### src/rtl/wrpt_pkg.sv
// Package for the work/rest phase timer: types, codes, constants and duration conversion.
`default_nettype none
package wrpt_pkg;

  localparam logic [31:0] CHECK_INTERVAL_MS = 32'd1000;
  localparam logic [15:0] MS_PER_MIN        = 16'd60000;
  localparam logic [30:0] MS_SAT            = 31'h7FFF_FFFF;
  localparam logic [30:0] WORK_MS_RESET     = 31'd1500000;
  localparam logic [30:0] REST_MS_RESET     = 31'd300000;
  localparam int unsigned CFG_IDX_W         = 1;
  localparam int unsigned CFG_DATA_W        = 16;

  typedef enum logic [2:0] {
    REQ_START  = 3'd0,
    REQ_PAUSE  = 3'd1,
    REQ_RESUME = 3'd2,
    REQ_FORCE  = 3'd3,
    REQ_STOP   = 3'd4,
    REQ_CHECK  = 3'd5,
    REQ_STATUS = 3'd6
  } req_t;

  typedef enum logic [1:0] {
    REM_NONE      = 2'd0,
    REM_WORK_DONE = 2'd1,
    REM_REST_DONE = 2'd2,
    REM_FORCED    = 2'd3
  } rem_t;

  typedef enum logic [CFG_IDX_W-1:0] {
    CFG_WORK_MINUTES = 1'b0,
    CFG_REST_MINUTES = 1'b1
  } cfg_idx_t;

  typedef struct packed {
    logic [2:0]  req_type;
    logic [31:0] now_ms;
    logic        reminder_accepted;
  } req_item_t;

  typedef struct packed {
    logic        timer_active;
    logic        timer_paused;
    logic        rest_phase;
    logic [30:0] time_left;
    logic [1:0]  reminder_code;
    logic        wake_schedule;
    logic        wake_cancel;
    logic [30:0] wake_delay_ms;
  } rsp_item_t;

  typedef struct packed {
    logic [30:0] work_ms;
    logic [30:0] rest_ms;
  } dur_t;

  function automatic logic [30:0] minutes_to_ms(input logic [15:0] minutes);
    logic [31:0] prod;
    prod = {16'd0, minutes} * {16'd0, MS_PER_MIN};
    return prod[31] ? MS_SAT : prod[30:0];
  endfunction

endpackage
`default_nettype wire

### src/rtl/wrpt_if.sv
// Request and result channel interfaces of the phase timer.
`default_nettype none
interface wrpt_req_if;
  logic        valid;
  logic        ready;
  logic [2:0]  req_type;
  logic [31:0] now_ms;
  logic        reminder_accepted;

  modport source (output valid, output req_type, output now_ms, output reminder_accepted,
                  input ready);
  modport sink (input valid, input req_type, input now_ms, input reminder_accepted,
                output ready);
endinterface

interface wrpt_rsp_if;
  logic        valid;
  logic        ready;
  logic        timer_active;
  logic        timer_paused;
  logic        rest_phase;
  logic [30:0] time_left;
  logic [1:0]  reminder_code;
  logic        wake_schedule;
  logic        wake_cancel;
  logic [30:0] wake_delay_ms;

  modport source (output valid, output timer_active, output timer_paused, output rest_phase,
                  output time_left, output reminder_code, output wake_schedule,
                  output wake_cancel, output wake_delay_ms, input ready);
  modport sink (input valid, input timer_active, input timer_paused, input rest_phase,
                input time_left, input reminder_code, input wake_schedule,
                input wake_cancel, input wake_delay_ms, output ready);
endinterface
`default_nettype wire

### src/rtl/work_rest_phase_timer_core.sv
// Top level of the work/rest phase timer: request register, update stage, result register.
// An accepted request is held in the request register, its result then in the result
// register; a request waits there while the result side holds off.
// Throughput: one request per cycle while results are taken; the update is a single pass.
// Reset (rst, synchronous): timer idle, deadline and check time zero, no requests held,
// presets back to 25 minutes work and 5 minutes rest.
`default_nettype none
module work_rest_phase_timer_core (
  input  wire logic                            clk,
  input  wire logic                            rst,
  input  wire logic                            cfg_we,
  input  wire logic [wrpt_pkg::CFG_IDX_W-1:0]  cfg_index,
  input  wire logic [wrpt_pkg::CFG_DATA_W-1:0] cfg_wdata,
  wrpt_req_if.sink                             req,
  wrpt_rsp_if.source                           rsp
);

  wrpt_pkg::dur_t      dur;
  wrpt_pkg::req_item_t stage;
  logic                stage_valid;
  wrpt_pkg::rsp_item_t result;
  wrpt_pkg::rsp_item_t out_item;
  logic                out_valid;
  logic                fire;

  assign fire      = stage_valid && (!out_valid || rsp.ready);
  assign req.ready = !stage_valid || fire;

  always_ff @(posedge clk) begin
    if (rst) begin
      stage_valid <= 1'b0;
    end else if (req.ready) begin
      stage_valid <= req.valid;
    end
  end

  always_ff @(posedge clk) begin
    if (req.ready && req.valid) begin
      stage.req_type          <= req.req_type;
      stage.now_ms            <= req.now_ms;
      stage.reminder_accepted <= req.reminder_accepted;
    end
  end

  always_ff @(posedge clk) begin
    if (rst) begin
      out_valid <= 1'b0;
    end else if (fire) begin
      out_valid <= 1'b1;
    end else if (rsp.ready) begin
      out_valid <= 1'b0;
    end
  end

  always_ff @(posedge clk) begin
    if (fire) begin
      out_item <= result;
    end
  end

  wrpt_cfg u_cfg (
    .clk       (clk),
    .rst       (rst),
    .cfg_we    (cfg_we),
    .cfg_index (cfg_index),
    .cfg_wdata (cfg_wdata),
    .dur       (dur)
  );

  wrpt_step u_step (
    .clk    (clk),
    .rst    (rst),
    .fire   (fire),
    .item   (stage),
    .dur    (dur),
    .result (result)
  );

  assign rsp.valid         = out_valid;
  assign rsp.timer_active  = out_item.timer_active;
  assign rsp.timer_paused  = out_item.timer_paused;
  assign rsp.rest_phase    = out_item.rest_phase;
  assign rsp.time_left     = out_item.time_left;
  assign rsp.reminder_code = out_item.reminder_code;
  assign rsp.wake_schedule = out_item.wake_schedule;
  assign rsp.wake_cancel   = out_item.wake_cancel;
  assign rsp.wake_delay_ms = out_item.wake_delay_ms;

endmodule
`default_nettype wire

### src/rtl/wrpt_cfg.sv
// Preset registers, held as phase lengths in milliseconds.
`default_nettype none
module wrpt_cfg (
  input  wire logic                           clk,
  input  wire logic                           rst,
  input  wire logic                           cfg_we,
  input  wire logic [wrpt_pkg::CFG_IDX_W-1:0] cfg_index,
  input  wire logic [wrpt_pkg::CFG_DATA_W-1:0] cfg_wdata,
  output wrpt_pkg::dur_t                      dur
);

  logic [30:0] work_ms;
  logic [30:0] rest_ms;
  logic [30:0] wdata_ms;

  assign wdata_ms = wrpt_pkg::minutes_to_ms(cfg_wdata);

  always_ff @(posedge clk) begin
    if (rst) begin
      work_ms <= wrpt_pkg::WORK_MS_RESET;
      rest_ms <= wrpt_pkg::REST_MS_RESET;
    end else if (cfg_we) begin
      unique case (wrpt_pkg::cfg_idx_t'(cfg_index))
        wrpt_pkg::CFG_WORK_MINUTES: work_ms <= wdata_ms;
        wrpt_pkg::CFG_REST_MINUTES: rest_ms <= wdata_ms;
        default: ;
      endcase
    end
  end

  assign dur.work_ms = work_ms;
  assign dur.rest_ms = rest_ms;

endmodule
`default_nettype wire

### src/rtl/wrpt_step.sv
// Timer state and the per-request update with its result.
`default_nettype none
module wrpt_step (
  input  wire logic                clk,
  input  wire logic                rst,
  input  wire logic                fire,
  input  wire wrpt_pkg::req_item_t item,
  input  wire wrpt_pkg::dur_t      dur,
  output wrpt_pkg::rsp_item_t      result
);

  logic        running, running_next;
  logic        frozen, frozen_next;
  logic        in_rest, in_rest_next;
  logic [31:0] deadline, deadline_next;
  logic [30:0] frozen_rem, frozen_rem_next;
  logic [31:0] last_check, last_check_next;
  logic [30:0] latched_rest_ms, latched_rest_ms_next;

  logic [31:0] since_deadline;
  logic [31:0] to_deadline;
  logic [31:0] since_check;
  logic        reached;
  logic [30:0] rem_run;
  logic        rearm;
  logic [30:0] arm_ms;
  logic [1:0]  code;
  logic        sched;
  logic        cancel;
  logic [30:0] delay;
  logic [30:0] remaining;

  always_ff @(posedge clk) begin
    if (rst) begin
      running         <= 1'b0;
      frozen          <= 1'b0;
      in_rest         <= 1'b0;
      deadline        <= 32'd0;
      frozen_rem      <= 31'd0;
      last_check      <= 32'd0;
      latched_rest_ms <= 31'd0;
    end else if (fire) begin
      running         <= running_next;
      frozen          <= frozen_next;
      in_rest         <= in_rest_next;
      deadline        <= deadline_next;
      frozen_rem      <= frozen_rem_next;
      last_check      <= last_check_next;
      latched_rest_ms <= latched_rest_ms_next;
    end
  end

  assign since_deadline = item.now_ms - deadline;
  assign to_deadline    = deadline - item.now_ms;
  assign since_check    = item.now_ms - last_check;
  assign reached        = ~since_deadline[31];
  assign rem_run        = reached ? 31'd0 : to_deadline[30:0];

  always_comb begin
    running_next         = running;
    frozen_next          = frozen;
    in_rest_next         = in_rest;
    frozen_rem_next      = frozen_rem;
    last_check_next      = last_check;
    latched_rest_ms_next = latched_rest_ms;
    rearm                = 1'b0;
    arm_ms               = 31'd0;
    code                 = wrpt_pkg::REM_NONE;
    sched                = 1'b0;
    cancel               = 1'b0;
    delay                = 31'd0;

    unique case (wrpt_pkg::req_t'(item.req_type))
      wrpt_pkg::REQ_START: begin
        latched_rest_ms_next = dur.rest_ms;
        running_next         = 1'b1;
        frozen_next          = 1'b0;
        in_rest_next         = 1'b0;
        frozen_rem_next      = 31'd0;
        rearm                = 1'b1;
        arm_ms               = dur.work_ms;
      end
      wrpt_pkg::REQ_PAUSE: begin
        if (running && !frozen) begin
          frozen_rem_next = rem_run;
          frozen_next     = 1'b1;
          cancel          = 1'b1;
        end
      end
      wrpt_pkg::REQ_RESUME: begin
        if (running && frozen) begin
          frozen_next     = 1'b0;
          frozen_rem_next = 31'd0;
          rearm           = 1'b1;
          arm_ms          = frozen_rem;
        end
      end
      wrpt_pkg::REQ_FORCE: begin
        if (running) begin
          in_rest_next    = 1'b1;
          frozen_next     = 1'b0;
          frozen_rem_next = 31'd0;
          rearm           = 1'b1;
          arm_ms          = latched_rest_ms;
          code            = wrpt_pkg::REM_FORCED;
        end
      end
      wrpt_pkg::REQ_STOP: begin
        running_next    = 1'b0;
        frozen_next     = 1'b0;
        in_rest_next    = 1'b0;
        frozen_rem_next = 31'd0;
        cancel          = 1'b1;
      end
      wrpt_pkg::REQ_CHECK: begin
        if (since_check >= wrpt_pkg::CHECK_INTERVAL_MS) begin
          last_check_next = item.now_ms;
          if (running && !frozen && reached && item.reminder_accepted) begin
            cancel = 1'b1;
            if (!in_rest) begin
              in_rest_next    = 1'b1;
              frozen_next     = 1'b1;
              frozen_rem_next = latched_rest_ms;
              code            = wrpt_pkg::REM_WORK_DONE;
            end else begin
              running_next    = 1'b0;
              frozen_next     = 1'b0;
              in_rest_next    = 1'b0;
              frozen_rem_next = 31'd0;
              code            = wrpt_pkg::REM_REST_DONE;
            end
          end
        end
      end
      default: ;
    endcase

    if (rearm) begin
      sched = 1'b1;
      delay = arm_ms;
    end
    deadline_next = rearm ? (item.now_ms + {1'b0, arm_ms}) : deadline;

    // a fresh deadline lies arm_ms ahead, at most 2^31-1
    if (!running_next) begin
      remaining = 31'd0;
    end else if (frozen_next) begin
      remaining = frozen_rem_next;
    end else if (rearm) begin
      remaining = arm_ms;
    end else begin
      remaining = rem_run;
    end

    result.timer_active  = running_next;
    result.timer_paused  = frozen_next;
    result.rest_phase    = in_rest_next;
    result.time_left     = remaining;
    result.reminder_code = code;
    result.wake_schedule = sched;
    result.wake_cancel   = cancel;
    result.wake_delay_ms = delay;
  end

endmodule
`default_nettype wire
### src/flat_wrapper.sv
// flat-port wrapper written by rule: the top's interface ports become plain ports
module work_rest_phase_timer_core_flat 
  (clk, rst, cfg_we, cfg_index, cfg_wdata, req_valid, req_req_type, req_now_ms, req_reminder_accepted, req_ready, rsp_valid, rsp_timer_active, rsp_timer_paused, rsp_rest_phase, rsp_time_left, rsp_reminder_code, rsp_wake_schedule, rsp_wake_cancel, rsp_wake_delay_ms, rsp_ready);
  wrpt_req_if req_i ();
  wrpt_rsp_if rsp_i ();
  input  wire logic clk;
  input  wire logic rst;
  input  wire logic cfg_we;
  input  wire logic [wrpt_pkg::CFG_IDX_W-1:0] cfg_index;
  input  wire logic [wrpt_pkg::CFG_DATA_W-1:0] cfg_wdata;
  input wire logic [$bits(req_i.valid)-1:0] req_valid;
  input wire logic [$bits(req_i.req_type)-1:0] req_req_type;
  input wire logic [$bits(req_i.now_ms)-1:0] req_now_ms;
  input wire logic [$bits(req_i.reminder_accepted)-1:0] req_reminder_accepted;
  output wire logic [$bits(req_i.ready)-1:0] req_ready;
  output wire logic [$bits(rsp_i.valid)-1:0] rsp_valid;
  output wire logic [$bits(rsp_i.timer_active)-1:0] rsp_timer_active;
  output wire logic [$bits(rsp_i.timer_paused)-1:0] rsp_timer_paused;
  output wire logic [$bits(rsp_i.rest_phase)-1:0] rsp_rest_phase;
  output wire logic [$bits(rsp_i.time_left)-1:0] rsp_time_left;
  output wire logic [$bits(rsp_i.reminder_code)-1:0] rsp_reminder_code;
  output wire logic [$bits(rsp_i.wake_schedule)-1:0] rsp_wake_schedule;
  output wire logic [$bits(rsp_i.wake_cancel)-1:0] rsp_wake_cancel;
  output wire logic [$bits(rsp_i.wake_delay_ms)-1:0] rsp_wake_delay_ms;
  input wire logic [$bits(rsp_i.ready)-1:0] rsp_ready;
  assign req_i.valid = req_valid;
  assign req_i.req_type = req_req_type;
  assign req_i.now_ms = req_now_ms;
  assign req_i.reminder_accepted = req_reminder_accepted;
  assign req_ready = req_i.ready;
  assign rsp_valid = rsp_i.valid;
  assign rsp_timer_active = rsp_i.timer_active;
  assign rsp_timer_paused = rsp_i.timer_paused;
  assign rsp_rest_phase = rsp_i.rest_phase;
  assign rsp_time_left = rsp_i.time_left;
  assign rsp_reminder_code = rsp_i.reminder_code;
  assign rsp_wake_schedule = rsp_i.wake_schedule;
  assign rsp_wake_cancel = rsp_i.wake_cancel;
  assign rsp_wake_delay_ms = rsp_i.wake_delay_ms;
  assign rsp_i.ready = rsp_ready;
  work_rest_phase_timer_core u_core (.clk(clk), .rst(rst), .cfg_we(cfg_we), .cfg_index(cfg_index), .cfg_wdata(cfg_wdata), .req(req_i), .rsp(rsp_i));
endmodule
### config.mk
export PLATFORM = sky130hd
export DESIGN_NAME = work_rest_phase_timer_core_flat
export DESIGN_NICKNAME = d
export VERILOG_FILES = /design/src/rtl/wrpt_pkg.sv /design/src/rtl/wrpt_if.sv /design/src/rtl/work_rest_phase_timer_core.sv /design/src/rtl/wrpt_cfg.sv /design/src/rtl/wrpt_step.sv /design/src/flat_wrapper.sv
export SDC_FILE = /design/constraint.sdc
export NUM_CORES = 1
export LEC_CHECK = 0
export BUFFER_PORTS_ARGS = -buffer_cell sky130_fd_sc_hd__buf_4
export CAP_MARGIN = 40
export CORE_MARGIN = 3
export CORE_UTILIZATION = 43
export DETAILED_ROUTE_END_ITERATION = 12
export GPL_ROUTABILITY_DRIVEN = 0
export HOLD_SLACK_MARGIN = 0.03
export PLACE_DENSITY_LB_ADDON = 0.05
export RECOVER_POWER = 50
export SLEW_MARGIN = 40
export SYNTH_ARGS = -nofsm -noshare
export SYNTH_HDL_FRONTEND = slang
export SYNTH_HIERARCHICAL = 1
export SYNTH_SLANG_ARGS = --single-unit
### constraint.sdc
create_clock -name clk -period 8.9 [get_ports clk]
set_clock_uncertainty 0.05 [all_clocks]
set_input_delay 0.445 -clock clk [delete_from_list [all_inputs] [get_ports clk]]
set_output_delay 0.445 -clock clk [all_outputs]
set_load 0.1 [all_outputs]
==> impl.org <==
** Status
- The run finished, with violations left.
- Violations in the final reports :: capacitance limit, slew limit

** Die
- Vertical die dimension :: 231.7 µm
- For this configuration, the core starts out at a cell density of 0.4356.
- Die X-Extent :: 231.7 µm
- The floorplan step defined a core boundary enclosing about 50000 µm².
- The initialized floorplan defines 82 standard-cell rows.
- Die Footprint :: around 54000 µm²
- Num ports :: around 130

** Placement
- Estimated wirelength of the detail-placed design :: around 48 mm
- Once placement completed, the tool counted placed cells totaling roughly 3200.
- In this run the tool buffered the top-level ports with between 100 and 150 buffer cells.

** Logic synthesis
- After synthesis the netlist holds a flip-flop and latch count of between 200 and 300.
- Share of synthesized area occupied by flip-flops and latches :: 0.3131
- Post-Syn Area per Cell :: roughly 8.5 µm²
- Post-Syn Area :: 21900 µm²
- Share of flip-flops with an asynchronous set or reset after synthesis :: 0
- Yosys mapped a number of flops with a built-in enable equal to approximately 110.
- In this run, distinct cell masters in the synthesized netlist total 92.
- After technology mapping, the gate count stands at about 2600.
- Post-Synthesis Net Count :: between 2000 and 3000
- The Yosys step of the flow raised 6 warnings.
- Top FF cell, synth :: sky130_fd_sc_hd__dfxtp_1

** Critical path
- Register-to-register path setup slack :: 2330 ps
- Data arrives at the worst endpoint at 6990 ps.
- STA classifies the critical path endpoint as a flip-flop.
- For the worst setup path, the data required time is about 9300 ps.
- Along the worst path, the maximum fanout reaches 36.
- The critical path in this run is classified as reg -> reg.
- The worst setup path is launched from a flip-flop.

** Clock network
- Buffer count from post-CTS setup fixing :: 0
- Clock-pin slew was measured on the worst setup and hold paths at approximately 60 ps.
- Root Driver :: sky130_fd_sc_hd__clkbuf_16
- Post_cts resized :: 0
- H-tree lvl count :: 2
- Buffers inserted during clock tree synthesis total 36.
- The clock passes through at most 3 buffers.
- Clock sink count :: 290
- Clk_lat worst skew :: roughly 550 ps
- TritonCTS built the clock tree.

** GRT
- First-pass GRT wire length :: around 100 mm
- Entering global routing, the biggest net connects between 70 and 80 pins.
- For this run, the total global-route usage over all layers was measured as 0.2372.
- Summed over all layers, the global routing overflow is 0.
- Vias in the first global route :: 18710
- Antenna violations before repair :: 0

** Final layout
- Leaving out fill and tap cells, the most frequent cell in the layout is sky130_fd_sc_hd__nand2_1.
- Net total in the final layout :: 2961
- Ratio of cells with drive above 1 in the final layout :: 0.07808
- Relative to the synthesized area, the layout overhead comes to 12.23%.
- In the layout the commonest cells are sky130_fd_sc_hd__nand2_1, sky130_fd_sc_hd__inv_1, sky130_fd_sc_hd__a21oi_1.
- Count of non-filler cells in the finished layout :: 3336
- 0 antenna diodes ended up in the layout.

** STA
- Setup repair after global routing left no endpoint under its margin.
- Measured against its own limit, the worst slew margin works out to -1.069.
- Maximum clock rate :: 152.3 MHz
- At the pin with the least slew margin, the transition time is between 3000 and 4000 ps.
- Endpoints failing setup :: 0
- Summed over all failing endpoints, the final setup total negative slack is 0 ps.
- The final max-slew violation count was roughly 180.
- For the finished layout, the period the worst path requires is about 6600 ps.
- The hold violation total from the final report came to 0.
- In the finished design, the share of the clock period the worst path needs comes to 0.7378.

** Power and ir drop
- The worst-case IR drop observed on VDD is around 0.16 mV.
- Ratio of total power to cell area :: 215.8 nW/µm²
- The analysis attributes to cell leakage a power of a little over 10 nW.

** Route
- In the routed layout, each cell is associated on average with a via count of just under 6.
- Number of remaining DRC errors :: 0
- Post-DR wirelength/cell :: just under 20 µm
- The first detailed-routing pass took 6 iterations.
- Total via count after detailed routing :: about 19000
- After the first detailed-routing iteration, the DRC count stood at 1532.
- Summed over all layers, the routed wires come to between 60 and 70 mm.
- Once detail routing completed, the nets flagged for antenna violations numbered 0.

** Run
- Across the run, the number of max-cap violations was 4.

** Worst hold path
- In this run the worst hold path is classified as in -> reg.
[worst paths after layout]
path / startpoint / end / depth (start not counted)
hold reg to reg: u_core/u_cfg/rest_ms[30] / u_core/u_step/latched_rest_ms[30] / 2
setup reg to reg: u_core/stage[35] / u_core/u_step/deadline[26] / 20
hold / removal: req_valid / u_core/stage_valid / 3
setup / recovery: u_core/stage[35] / u_core/u_step/deadline[26] / 20
[Yosys cell counts, drive strengths merged (12+ instances only)]
cell      n  share of area
nand2   293          0.050
inv     231          0.040
a21oi   229          0.053
nor2    209          0.036
ha      202           0.12
dfxtp   185           0.17
clkbuf  116          0.020
edfxtp  105           0.14
o21ai    96          0.022
a211oi   75          0.027
fa       64          0.059
nor3     56          0.013
nand3    48          0.011
xnor2    47          0.019
a21o     43          0.015
a311oi   41          0.021
mux2i    40          0.018
a31oi    36          0.010
a22oi    35          0.012
buf      34          0.011
and3     33         0.0094
o21a     30          0.010
xor2     28          0.011
nand4    24         0.0069
a221oi   22         0.0091
and2     20         0.0059
a31o     18         0.0072
o31ai    18         0.0062
o21bai   15         0.0051
nor2b    12         0.0034
or3      12         0.0037
[layer usage]
metal | up-vias | routed length, µm | global-route usage
met5 | - | 0 | 0
met4 | 0 | 1688 | 0.06681
met3 | 113 | 3464 | 0.02827
met2 | 564 | 30640 | 0.3982
met1 | 9236 | 29120 | 0.3226
li1 | 9329 | - | -
[flip-flops by register name, summed over array words and instances (netlist names), 2 cells and up]
register                       count
u_core/u_step/latched_rest_ms     31
u_core/stage                      36
u_core/rsp.reminder_code           2
u_core/rsp.wake_delay_ms          31
u_core/u_cfg/work_ms              27
u_core/u_cfg/rest_ms              27
u_core/u_step/frozen_rem          31
u_core/u_step/last_check          32
u_core/u_step/deadline            32
u_core/rsp.time_left              31
[cell type report]
| class | count | area [µm²] |
|---|---|---|
| Clock buffer | 42 | 933.4 |
| Clock inverter | 23 | 276.5 |
| Fill cell | 4980 | 25700 |
| Inverter | 232 | 870.8 |
| Multi-Input combinational cell | 1890 | 13570 |
| Sequential cell | 290 | 6857 |
| Tap cell | 672 | 840.8 |
| Timing Repair Buffer | 187 | 1231 |
[worst max-delay path, cell delays in order (launching register included)]
cell and delay, ps:
sky130_fd_sc_hd__edfxtp_1 540, sky130_fd_sc_hd__nor2b_1 390, sky130_fd_sc_hd__nand2_1 170, sky130_fd_sc_hd__nor2_2 120
sky130_fd_sc_hd__clkbuf_1 1350, sky130_fd_sc_hd__a22oi_1 300, sky130_fd_sc_hd__nand2_1 270, sky130_fd_sc_hd__ha_1 230
sky130_fd_sc_hd__inv_1 60, sky130_fd_sc_hd__fa_1 370, sky130_fd_sc_hd__nor2b_1 180, sky130_fd_sc_hd__o21ai_0 130
sky130_fd_sc_hd__a21oi_1 240, sky130_fd_sc_hd__o21ai_0 140, sky130_fd_sc_hd__a21oi_1 310, sky130_fd_sc_hd__o21ai_0 260
sky130_fd_sc_hd__a21oi_1 290, sky130_fd_sc_hd__nor3_1 140, sky130_fd_sc_hd__or2_2 320, sky130_fd_sc_hd__or4_1 460
sky130_fd_sc_hd__a31oi_1 120
[through the flow]
step           setup slack (ps)  hold WS (ps)  cell area (µm²)  total power [W]    util
2_1_floorplan              3701         382.0            21900         0.003257       -
3_3_place_gp               2962         390.6            23260         0.003750  0.4626
3_5_place_dp               2917         396.1            23300         0.003780  0.4635
4_1_cts                    3226         74.69            24870         0.005338  0.4948
5_1_grt                    1737         89.76            24580         0.005668  0.4889
6_report                   2333         104.6            24580         0.005305  0.4889
[repair_timing]
action                                  in CTS  in global routing
hold buffers                                36                  0
endpoints found under the setup margin       0                  0
endpoints found under the hold margin       36                  0
[where the power goes]
group,switching [W],internal (W)
sequential,0.0000717,0.00147
clock,0.000615,0.000905
combinational,0.00147,0.000774
[logic make-up after synthesis]
family / share of synthesized area
adders and majority gates: 0.1739
and+or+nand+nor: 0.1573
DFF: 0.3131
AOI/OAI and AO/OA: 0.2356
muxes: 0.01931
xor gates and xnor gates: 0.03034
buffers and inverters: 0.07045
Power figures use the tool's default switching activity.
